$ cat config.mk
export PLATFORM = sky130hd
export DESIGN_NAME = escape_sequence_decoder_unit
export DESIGN_NICKNAME = d
export VERILOG_FILES = /design/src/design/esd_pkg.sv /design/src/design/esd_core.sv /design/src/design/escape_sequence_decoder_unit.sv
export SDC_FILE = /design/constraint.sdc
export NUM_CORES = 1
export LEC_CHECK = 0
export BUFFER_PORTS_ARGS = -buffer_cell sky130_fd_sc_hd__buf_2
export CORE_MARGIN = 3
export CORE_UTILIZATION = 55
export CTS_CLUSTER_DIAMETER = 100
export DETAILED_ROUTE_END_ITERATION = 8
export PLACE_DENSITY = 0.88
export SYNTH_ARGS = -nofsm -noshare
export SYNTH_HDL_FRONTEND = slang
export SYNTH_SLANG_ARGS = --single-unit
$ cat constraint.sdc
create_clock -name i_clk -period 3.6 [get_ports i_clk]
set_input_delay 0.9 -clock i_clk [delete_from_list [all_inputs] [get_ports i_clk]]
set_output_delay 0.9 -clock i_clk [all_outputs]
set_load 0.05 [all_outputs]
$ cat src/design/esd_pkg.sv
// shared types, character codes and status codes for the escape sequence decoder
package esd_pkg;

    typedef struct packed {
        logic [7:0] in_byte;
        logic       final_byte;
    } t_in_item;

    typedef struct packed {
        logic [7:0] out_byte;
        logic       out_valid;
        logic [2:0] status;
        logic       string_done;
    } t_out_item;

    localparam logic [2:0] ST_OK       = 3'd0;
    localparam logic [2:0] ST_DANGLING = 3'd1;
    localparam logic [2:0] ST_TRUNC    = 3'd2;
    localparam logic [2:0] ST_BADHEX   = 3'd3;
    localparam logic [2:0] ST_UNKNOWN  = 3'd4;
    localparam logic [2:0] ST_EMPTY    = 3'd5;

    localparam logic [7:0] CH_BSLASH = 8'h5C;
    localparam logic [7:0] CH_QUOTE  = 8'h22;
    localparam logic [7:0] CH_N      = 8'h6E;
    localparam logic [7:0] CH_R      = 8'h72;
    localparam logic [7:0] CH_T      = 8'h74;
    localparam logic [7:0] CH_X      = 8'h78;
    localparam logic [7:0] CH_LF     = 8'h0A;
    localparam logic [7:0] CH_CR     = 8'h0D;
    localparam logic [7:0] CH_TAB    = 8'h09;

    // {bad, value}: bad is set when the byte is not a hex digit
    function automatic logic [4:0] hex_digit(input logic [7:0] b);
        logic [4:0] d;
        d = 5'h10;
        if (b >= 8'h30 && b <= 8'h39) begin
            d = {1'b0, 4'(b - 8'h30)};
        end else if (b >= 8'h61 && b <= 8'h66) begin
            d = {1'b0, 4'(b - 8'h57)};
        end else if (b >= 8'h41 && b <= 8'h46) begin
            d = {1'b0, 4'(b - 8'h37)};
        end
        return d;
    endfunction

endpackage

$ cat src/design/esd_core.sv
// escape state machine and result register of the escape sequence decoder
module esd_core (
    input  logic               i_clk,
    input  logic               i_rst_n,
    input  logic               i_en,
    input  esd_pkg::t_in_item  i_item,
    output esd_pkg::t_out_item o_item
);
    import esd_pkg::*;

    typedef enum logic [2:0] {
        MODE_LIT,
        MODE_ESC,
        MODE_HEX1,
        MODE_HEX2,
        MODE_SKIP_HEX,
        MODE_SKIP_UNK
    } t_mode;

    t_mode      r_mode, n_mode;
    logic [3:0] r_high_nibble, n_high_nibble;
    logic       r_high_bad, n_high_bad;
    logic       r_any_emitted, n_any_emitted;
    t_out_item  r_res, n_res;

    logic [4:0] w_digit;
    logic [7:0] w_b;
    logic       w_fin;

    assign w_b     = i_item.in_byte;
    assign w_fin   = i_item.final_byte;
    assign w_digit = hex_digit(w_b);

    always_comb begin
        n_mode        = r_mode;
        n_high_nibble = r_high_nibble;
        n_high_bad    = r_high_bad;
        n_any_emitted = r_any_emitted;
        n_res         = '0;
        n_res.status  = ST_OK;
        unique case (r_mode)
            MODE_LIT: begin
                if (w_b == CH_BSLASH) begin
                    if (w_fin) begin
                        n_res.status = ST_DANGLING;
                    end else begin
                        n_mode = MODE_ESC;
                    end
                end else begin
                    n_res.out_byte  = w_b;
                    n_res.out_valid = 1'b1;
                end
            end
            MODE_ESC: begin
                n_mode = MODE_LIT;
                unique case (w_b) inside
                    CH_BSLASH, CH_QUOTE: begin
                        n_res.out_byte  = w_b;
                        n_res.out_valid = 1'b1;
                    end
                    CH_N: begin
                        n_res.out_byte  = CH_LF;
                        n_res.out_valid = 1'b1;
                    end
                    CH_R: begin
                        n_res.out_byte  = CH_CR;
                        n_res.out_valid = 1'b1;
                    end
                    CH_T: begin
                        n_res.out_byte  = CH_TAB;
                        n_res.out_valid = 1'b1;
                    end
                    CH_X: begin
                        if (w_fin) begin
                            n_res.status = ST_TRUNC;
                        end else begin
                            n_mode = MODE_HEX1;
                        end
                    end
                    default: begin
                        n_res.status = ST_UNKNOWN;
                        n_mode       = MODE_SKIP_UNK;
                    end
                endcase
            end
            MODE_HEX1: begin
                if (w_fin) begin
                    n_res.status = ST_TRUNC;
                end else begin
                    n_high_bad    = w_digit[4];
                    n_high_nibble = w_digit[3:0];
                    n_mode        = MODE_HEX2;
                end
            end
            MODE_HEX2: begin
                if (r_high_bad || w_digit[4]) begin
                    n_res.status = ST_BADHEX;
                    n_mode       = MODE_SKIP_HEX;
                end else begin
                    n_res.out_byte  = {r_high_nibble, w_digit[3:0]};
                    n_res.out_valid = 1'b1;
                    n_mode          = MODE_LIT;
                end
                n_high_nibble = '0;
                n_high_bad    = 1'b0;
            end
            MODE_SKIP_HEX: n_res.status = ST_BADHEX;
            MODE_SKIP_UNK: n_res.status = ST_UNKNOWN;
            default:       n_mode = MODE_LIT;
        endcase

        if (n_res.out_valid) begin
            n_any_emitted = 1'b1;
        end

        // last byte: empty status if OK and none emitted; return to reset state
        if (w_fin) begin
            if (n_res.status == ST_OK && !n_any_emitted) begin
                n_res.status = ST_EMPTY;
            end
            n_mode        = MODE_LIT;
            n_high_nibble = '0;
            n_high_bad    = 1'b0;
            n_any_emitted = 1'b0;
        end
        n_res.string_done = w_fin;
    end

    always_ff @(posedge i_clk) begin
        if (!i_rst_n) begin
            r_mode        <= MODE_LIT;
            r_high_nibble <= '0;
            r_high_bad    <= 1'b0;
            r_any_emitted <= 1'b0;
        end else if (i_en) begin
            r_mode        <= n_mode;
            r_high_nibble <= n_high_nibble;
            r_high_bad    <= n_high_bad;
            r_any_emitted <= n_any_emitted;
        end
    end

    always_ff @(posedge i_clk) begin
        if (i_en) begin
            r_res <= n_res;
        end
    end

    assign o_item = r_res;

    a_close_resets: assert property (@(posedge i_clk) disable iff (!i_rst_n)
        i_en && i_item.final_byte |=> r_mode == MODE_LIT && !r_any_emitted && !r_high_bad)
        else $error("string close did not return decoder to literal mode");

    a_valid_ok: assert property (@(posedge i_clk) disable iff (!i_rst_n)
        $past(i_en) && r_res.out_valid |-> r_res.status == ST_OK)
        else $error("decoded byte reported together with an error status");

    a_skip_silent: assert property (@(posedge i_clk) disable iff (!i_rst_n)
        i_en && (r_mode == MODE_SKIP_HEX || r_mode == MODE_SKIP_UNK) |=> !r_res.out_valid)
        else $error("byte emitted while skipping after an error");

    a_hex_pending: assert property (@(posedge i_clk) disable iff (!i_rst_n)
        r_high_bad |-> r_mode == MODE_HEX2)
        else $error("bad high digit flag held outside second hex digit");

endmodule

$ cat src/design/escape_sequence_decoder_unit.sv
// top level of the escape sequence decoder: input register, decoder core, output handshake
// Decodes C-style escapes in a pattern string streamed one byte per transaction, with
// final_byte marking the last byte. Every input transaction yields exactly one result
// transaction: a decoded byte when out_valid is set, otherwise a status, and string_done
// on the result of the final byte. The unit sustains one byte per clock while the output
// is ready. A byte is held in the input register and then moves into the result register
// of the escape state machine, from which its result is offered on the output.
// Backpressure on the output stalls the input only when both registers are full.
module escape_sequence_decoder_unit (
    input  logic               i_clk,
    input  logic               i_rst_n,
    input  logic               i_in_valid,
    output logic               o_in_ready,
    input  esd_pkg::t_in_item  i_in_item,
    output logic               o_out_valid,
    input  logic               i_out_ready,
    output esd_pkg::t_out_item o_out_item
);
    import esd_pkg::*;

    logic     r_in_valid;
    t_in_item r_in_item;
    logic     r_out_valid;
    logic     w_adv;

    // input stage moves into the result register when that register is free or being taken
    assign w_adv      = r_in_valid && (!r_out_valid || i_out_ready);
    assign o_in_ready = !r_in_valid || w_adv;

    always_ff @(posedge i_clk) begin
        if (!i_rst_n) begin
            r_in_valid  <= 1'b0;
            r_out_valid <= 1'b0;
        end else begin
            if (o_in_ready) begin
                r_in_valid <= i_in_valid;
            end
            if (w_adv) begin
                r_out_valid <= 1'b1;
            end else if (i_out_ready) begin
                r_out_valid <= 1'b0;
            end
        end
    end

    always_ff @(posedge i_clk) begin
        if (o_in_ready) begin
            r_in_item <= i_in_item;
        end
    end

    esd_core u_core (
        .i_clk   (i_clk),
        .i_rst_n (i_rst_n),
        .i_en    (w_adv),
        .i_item  (r_in_item),
        .o_item  (o_out_item)
    );

    assign o_out_valid = r_out_valid;

    a_no_overwrite: assert property (@(posedge i_clk) disable iff (!i_rst_n)
        r_out_valid && !i_out_ready |-> !w_adv)
        else $error("result register overwritten before transaction completed");

    a_in_hold: assert property (@(posedge i_clk) disable iff (!i_rst_n)
        r_in_valid && !w_adv |=> r_in_valid && $stable(r_in_item))
        else $error("stalled input register lost its byte");

    a_fill_out: assert property (@(posedge i_clk) disable iff (!i_rst_n)
        w_adv |=> r_out_valid)
        else $error("advanced byte did not reach the output");

endmodule
[After elaboration in Yosys (flattened, before gate mapping)]
Index checks and enable logic that the tools add are counted.
Word-level totals
  logic and storage cells: 82
  memories kept: 0
  bits in registers: 33
  latch bits: 0
  memory bits (read-only): 0
  input port bits: 13
  RAM bits: 0
Cells by class
  multiply operators: 0
  mux-type cells: 28
  reductions and logical operators: 20
  equality and inequality tests: 13
  shifts and indexed selects: 0
  div/mod/pow operators: 0
  $lt $le $gt $ge: 6
  bitwise gates (word level): 0
  $add $sub $neg: 3
Operators by type and width (number)
  $eq A8 B7 Y1 const B: 5
  $pmux W9 S4: 1
  $pmux W9 S3: 1
  $mux W9: 2
  $pmux W3 S6: 1
  $ge A8 B7 Y1 const B: 2
  $le A8 B7 Y1 const B: 2
  $mux W3: 5
  $mux W5: 3
  $pmux W3 S5: 1
  $pmux W3 S2: 2
  $eq A8 B6 Y1 const B: 1
  $ge A8 B6 Y1 const B: 1
  $le A8 B6 Y1 const B: 1
  $pmux W4 S2: 1
  $sub A4 B3 Y4 const B: 2
  $mux W1: 7
  $eq A3 B2 Y1 const B: 2
  $eq A3 B3 Y1 const B: 2
  $logic_not A3 Y1: 2
  $logic_and A1 B1 Y1: 5
  $reduce_or A5 Y1: 1
  $mux W2: 2
  $mux W4: 1
  12 further kinds: 17

[Depth between registers and ports, before layout]
  depth in word-level cells: 13
  gate-level depth with buffers: 8

[By module]
A second synthesis with hierarchy kept.
Second synthesis, totals
  cell total of the unflattened synthesis: 170
  area, all modules: 1810.5 um^2
By module, submodules not included
  esd_core: cells an instance 153, instances 1, area each 1458.9 um^2
  escape_sequence_decoder_unit: cells an instance 17, instances 1, area each 351.6 um^2

[Least setup slack after synthesis]
Ideal clock, no wire load.
  kind: input-to-output
  start point: input i_out_ready
  end point: output o_in_ready
  path buffers: 0
  setup slack: 1.184 ns
  arrival time: 1.516 ns
  stages on the path: 2
  required time: 2.700 ns
  path through: nor2b_1 > nand2_1
On the way
  cells in the longest elaborated chain, start to end: 3
RTL lines
  from (decl): line escape_sequence_decoder_unit.sv:16  | input logic i_out_ready,
  $logic_or A1 B1 Y1: line escape_sequence_decoder_unit.sv:27  | assign w_adv = r_in_valid && (!r_out_valid || i_out_ready);
  $logic_and A1 B1 Y1: line escape_sequence_decoder_unit.sv:27
  $logic_or A1 B1 Y1: line escape_sequence_decoder_unit.sv:28  | assign o_in_ready = !r_in_valid || w_adv;
  to (decl): line escape_sequence_decoder_unit.sv:13  | output logic o_in_ready,
No other way between the ends.

[Final worst setup path]
Same ends and word-level chain as after synthesis.

==> metrics <==
maxcap violations=0; chip height=63.4 um; critical path's largest stage delay=~0.31 ns; number of synthesized register bits=33; Post-Syn Area=1810 sq um; Worst Setup End Kind=primary output; compound-cell area share of the yosys netlist=0.215; CP Launch Type=input port; largest net degree at the start of global routing=15; post-synthesis adder-cell area fraction=0.0276; post-synthesis xor/xnor area fraction=0.00966; antenna violations before repair=0; clock root buffer=clkbuf_4; critical path's most frequent cell=buf_2; Setup Skew=0.0107 ns; WHS=0.490 ns; Worst Reg-to-Reg Cells=7; dpl hpwl=2800 um; hold path start=u_core.r_high_nibble[2]; Critical Path RT=2.70 ns; FF+latch area=881 sq um; met1 usage=0.229; Hold Path Stages=2; worst r2r dst=u_core.o_item[3]; fin. max-slew vios=0; status=finished clean; Worst Hold Class=reg2reg; Most Crowded Layer GR=met2; Post-Place Worst Slack=0.949 ns; vias per inst=slightly above 6; Max VDD drop=0.223 mV; fill count=266; TritonCTS Buffers=5; Fmax achieved=0.377 GHz; cell row count=20; critical path class=in2out; top post-synthesis cells by area=edfxtp_1 (36%), dfxtp_1 (12%), a21oi_1 (3.0%), nor2_1 (2.9%), ha_1 (2.8%); share of layout cells above drive strength 1=0.235; crit-path cells=buf_2, nor2b_1, nand2_1, buf_2; vias in the first global route=1404; final worst slack=0.945 ns; diode count=0; Routability Congestion=0.843; clk slew on worst S/H paths=0.10 ns; worst-margin pin slew=0.548 ns; net count after synthesis=189; fin nets=216; setup violators final=0; Detailed Route WL=3790 um; vias=1475; cts repair resizes=0; first-pass GRT wire length=around 6400 um; WP buf/inv=2; final setup TNS=0 ns; IO buf count=27; DRT antenna net count=0; grt total ovfl=0; Cell variety after synth=55; leakage dissipation=0.790 nW; relative slew slack=0.631; Multi-input gate area=860 sq um; core area=3100 sq um; Skew-Pair Late Insertion Delay=between 0.3 and 0.4 ns; main combinational cell family by area after synthesis=compound AO/OA/AOI/OAI gates; Hold-fix buffers, CTS=0; hold path endpoint=u_core.r_high_nibble[2]; # Post-CTS Setup Buffers=0; Seq/Total Area, Yosys=0.486; post-synth top area share=0.364; DRT Pass-1 Iters=4; Async S/R FF share, synth=0; H-tree levels=2; final hold viol count=0; Longest Clk Path Bufs=2; Worst EP arrival=1.76 ns; DRC=0; Gate Count Post-Synth=172; GR Layer Usage met3=0.0446; syn avg cell area=10.5 sq um; grt met2 use=0.360; DR iter-0 viols=85; RSZ-0062 raised after global routing=no; number of enable flip-flop cells after synthesis=22; fin cells=244; simple-gate area share of the yosys netlist=0.210; dominant synthesized flop cell=edfxtp_1; GRT Resource Usage Total=0.201; Final Critical Period=between 2 and 3 ns; Yosys Warn Count=0; area delta synth->final=11.2%; slowest CP cell=buf_2; worst r2r src=r_in_item[1]; Starting Density=0.584; crit share post-route=0.738; mux share of post-synthesis cell area=0.0110; worst-path fanout max=10; IO Pins=28; post-DR wirelength/cell=15.5 um; Die Area=4020 sq um; placed cell count=236; P per Cell Area=approximately 350 nW/um^2; r2r setup slk=approximately 1.1 ns; Crit path max-delay family=simple AND/OR/NAND/NOR gates; clock sinks=33; area leader, netlist=edfxtp_1; chip width=~63 um; CTS tree=built
[power breakdown]
part / internal [mW] / switching [mW] / total, mW
combinational: 0.0281 / 0.0548 / 0.0829
sequential: 0.419 / 0.0163 / 0.435
clock: 0.0743 / 0.122 / 0.196
[synth_stat cells (2+ instances only)]
cell	count
inv_1	6
or4b_1	2
xnor2_1	2
nand2b_1	5
and4b_1	2
buf_2	4
and3b_1	3
a22oi_1	2
o21a_1	4
o21ai_0	8
a22o_1	3
nand2_1	13
edfxtp_1	22
clkbuf_1	2
nor3b_1	2
a31oi_1	3
ha_1	4
nor3_1	6
dfxtp_1	11
nor4_1	2
nor2_1	14
o21ba_2	2
nor2b_1	3
a21oi_1	11
mux2i_1	2
o21bai_1	3
o211ai_1	3
[registers in the layout (all words and copies together) (netlist names)]
name,flops
u_core.r_any_emitted,1
r_in_valid,1
r_in_item,9
u_core.r_high_nibble,4
u_core.r_high_bad,1
u_core.r_mode,3
u_core.o_item,13
o_out_valid,1
[how the worst max path moves through the flow]
| stage | to | depth (start not counted) | from |
|---|---|---|---|
| after floorplan | o_in_ready | 2 | i_out_ready |
| after global placement | o_in_ready | 4 | i_out_ready |
| after detailed placement | o_in_ready | 4 | i_out_ready |
| after CTS | o_in_ready | 4 | i_out_ready |
| after global routing | o_in_ready | 4 | i_out_ready |
| final | o_in_ready | 4 | i_out_ready |
[stage by stage]
step                      utilization  area (sq um)  total power [mW]
final                           0.650          2020             0.714
after global routing            0.650          2020             0.747
after CTS                       0.650          2020             0.720
after detailed placement        0.633          1960             0.526
after global placement          0.633          1960             0.523
after floorplan                     -          1810             0.502
[cells in the final DEF (no fill, tap or decap), types with 4 or more instances in the layout]
| cell | n |
|---|---|
| nand2b_1 | 5 |
| buf_2 | 27 |
| clkbuf_4 | 5 |
| o21a_1 | 4 |
| nand2_1 | 13 |
| nor3_1 | 6 |
| dfxtp_1 | 11 |
| inv_1 | 6 |
| edfxtp_1 | 22 |
| nor2_1 | 14 |
| o21ai_0 | 8 |
| a21oi_1 | 11 |
| ha_1 | 4 |
[cell type report]
cell class              instances  area share
clock buffers                   6      0.0205
clock inverters                 2     0.00497
inverters                       7      0.0130
multi-input cells             124       0.426
flip-flops and latches         33       0.437
well taps                      44      0.0273
repair buffers                 28      0.0708
[kinds of logic (layout without fill, tap and decap cells)]
kind of cell	after synthesis	after routing
flip-flops	33	33
buffers and inverters	15	43
multiplexers	2	2
AO/OA/AOI/OAI	52	52
adder cells (fa/ha/maj)	4	4
XOR/XNOR	2	2
AND/OR/NAND/NOR	64	64
[metal layers]
layer	part of all wire	vias to the layer above
li1	-	708
met1	0.40	700
met2	0.52	61
met3	0.068	6
met4	0.013	0
met5	0	-
[worst reg2reg max path, cell delays in order, from the launching register on]
cell and delay, ns:
edfxtp_1 0.47, inv_1 0.12, ha_1 0.32, and4b_1 0.30, a2111oi_2 0.56, a21o_2 0.26
nor3b_2 0.09, a31o_1 0.19
Note: power is estimated with default switching activity, not from simulation.
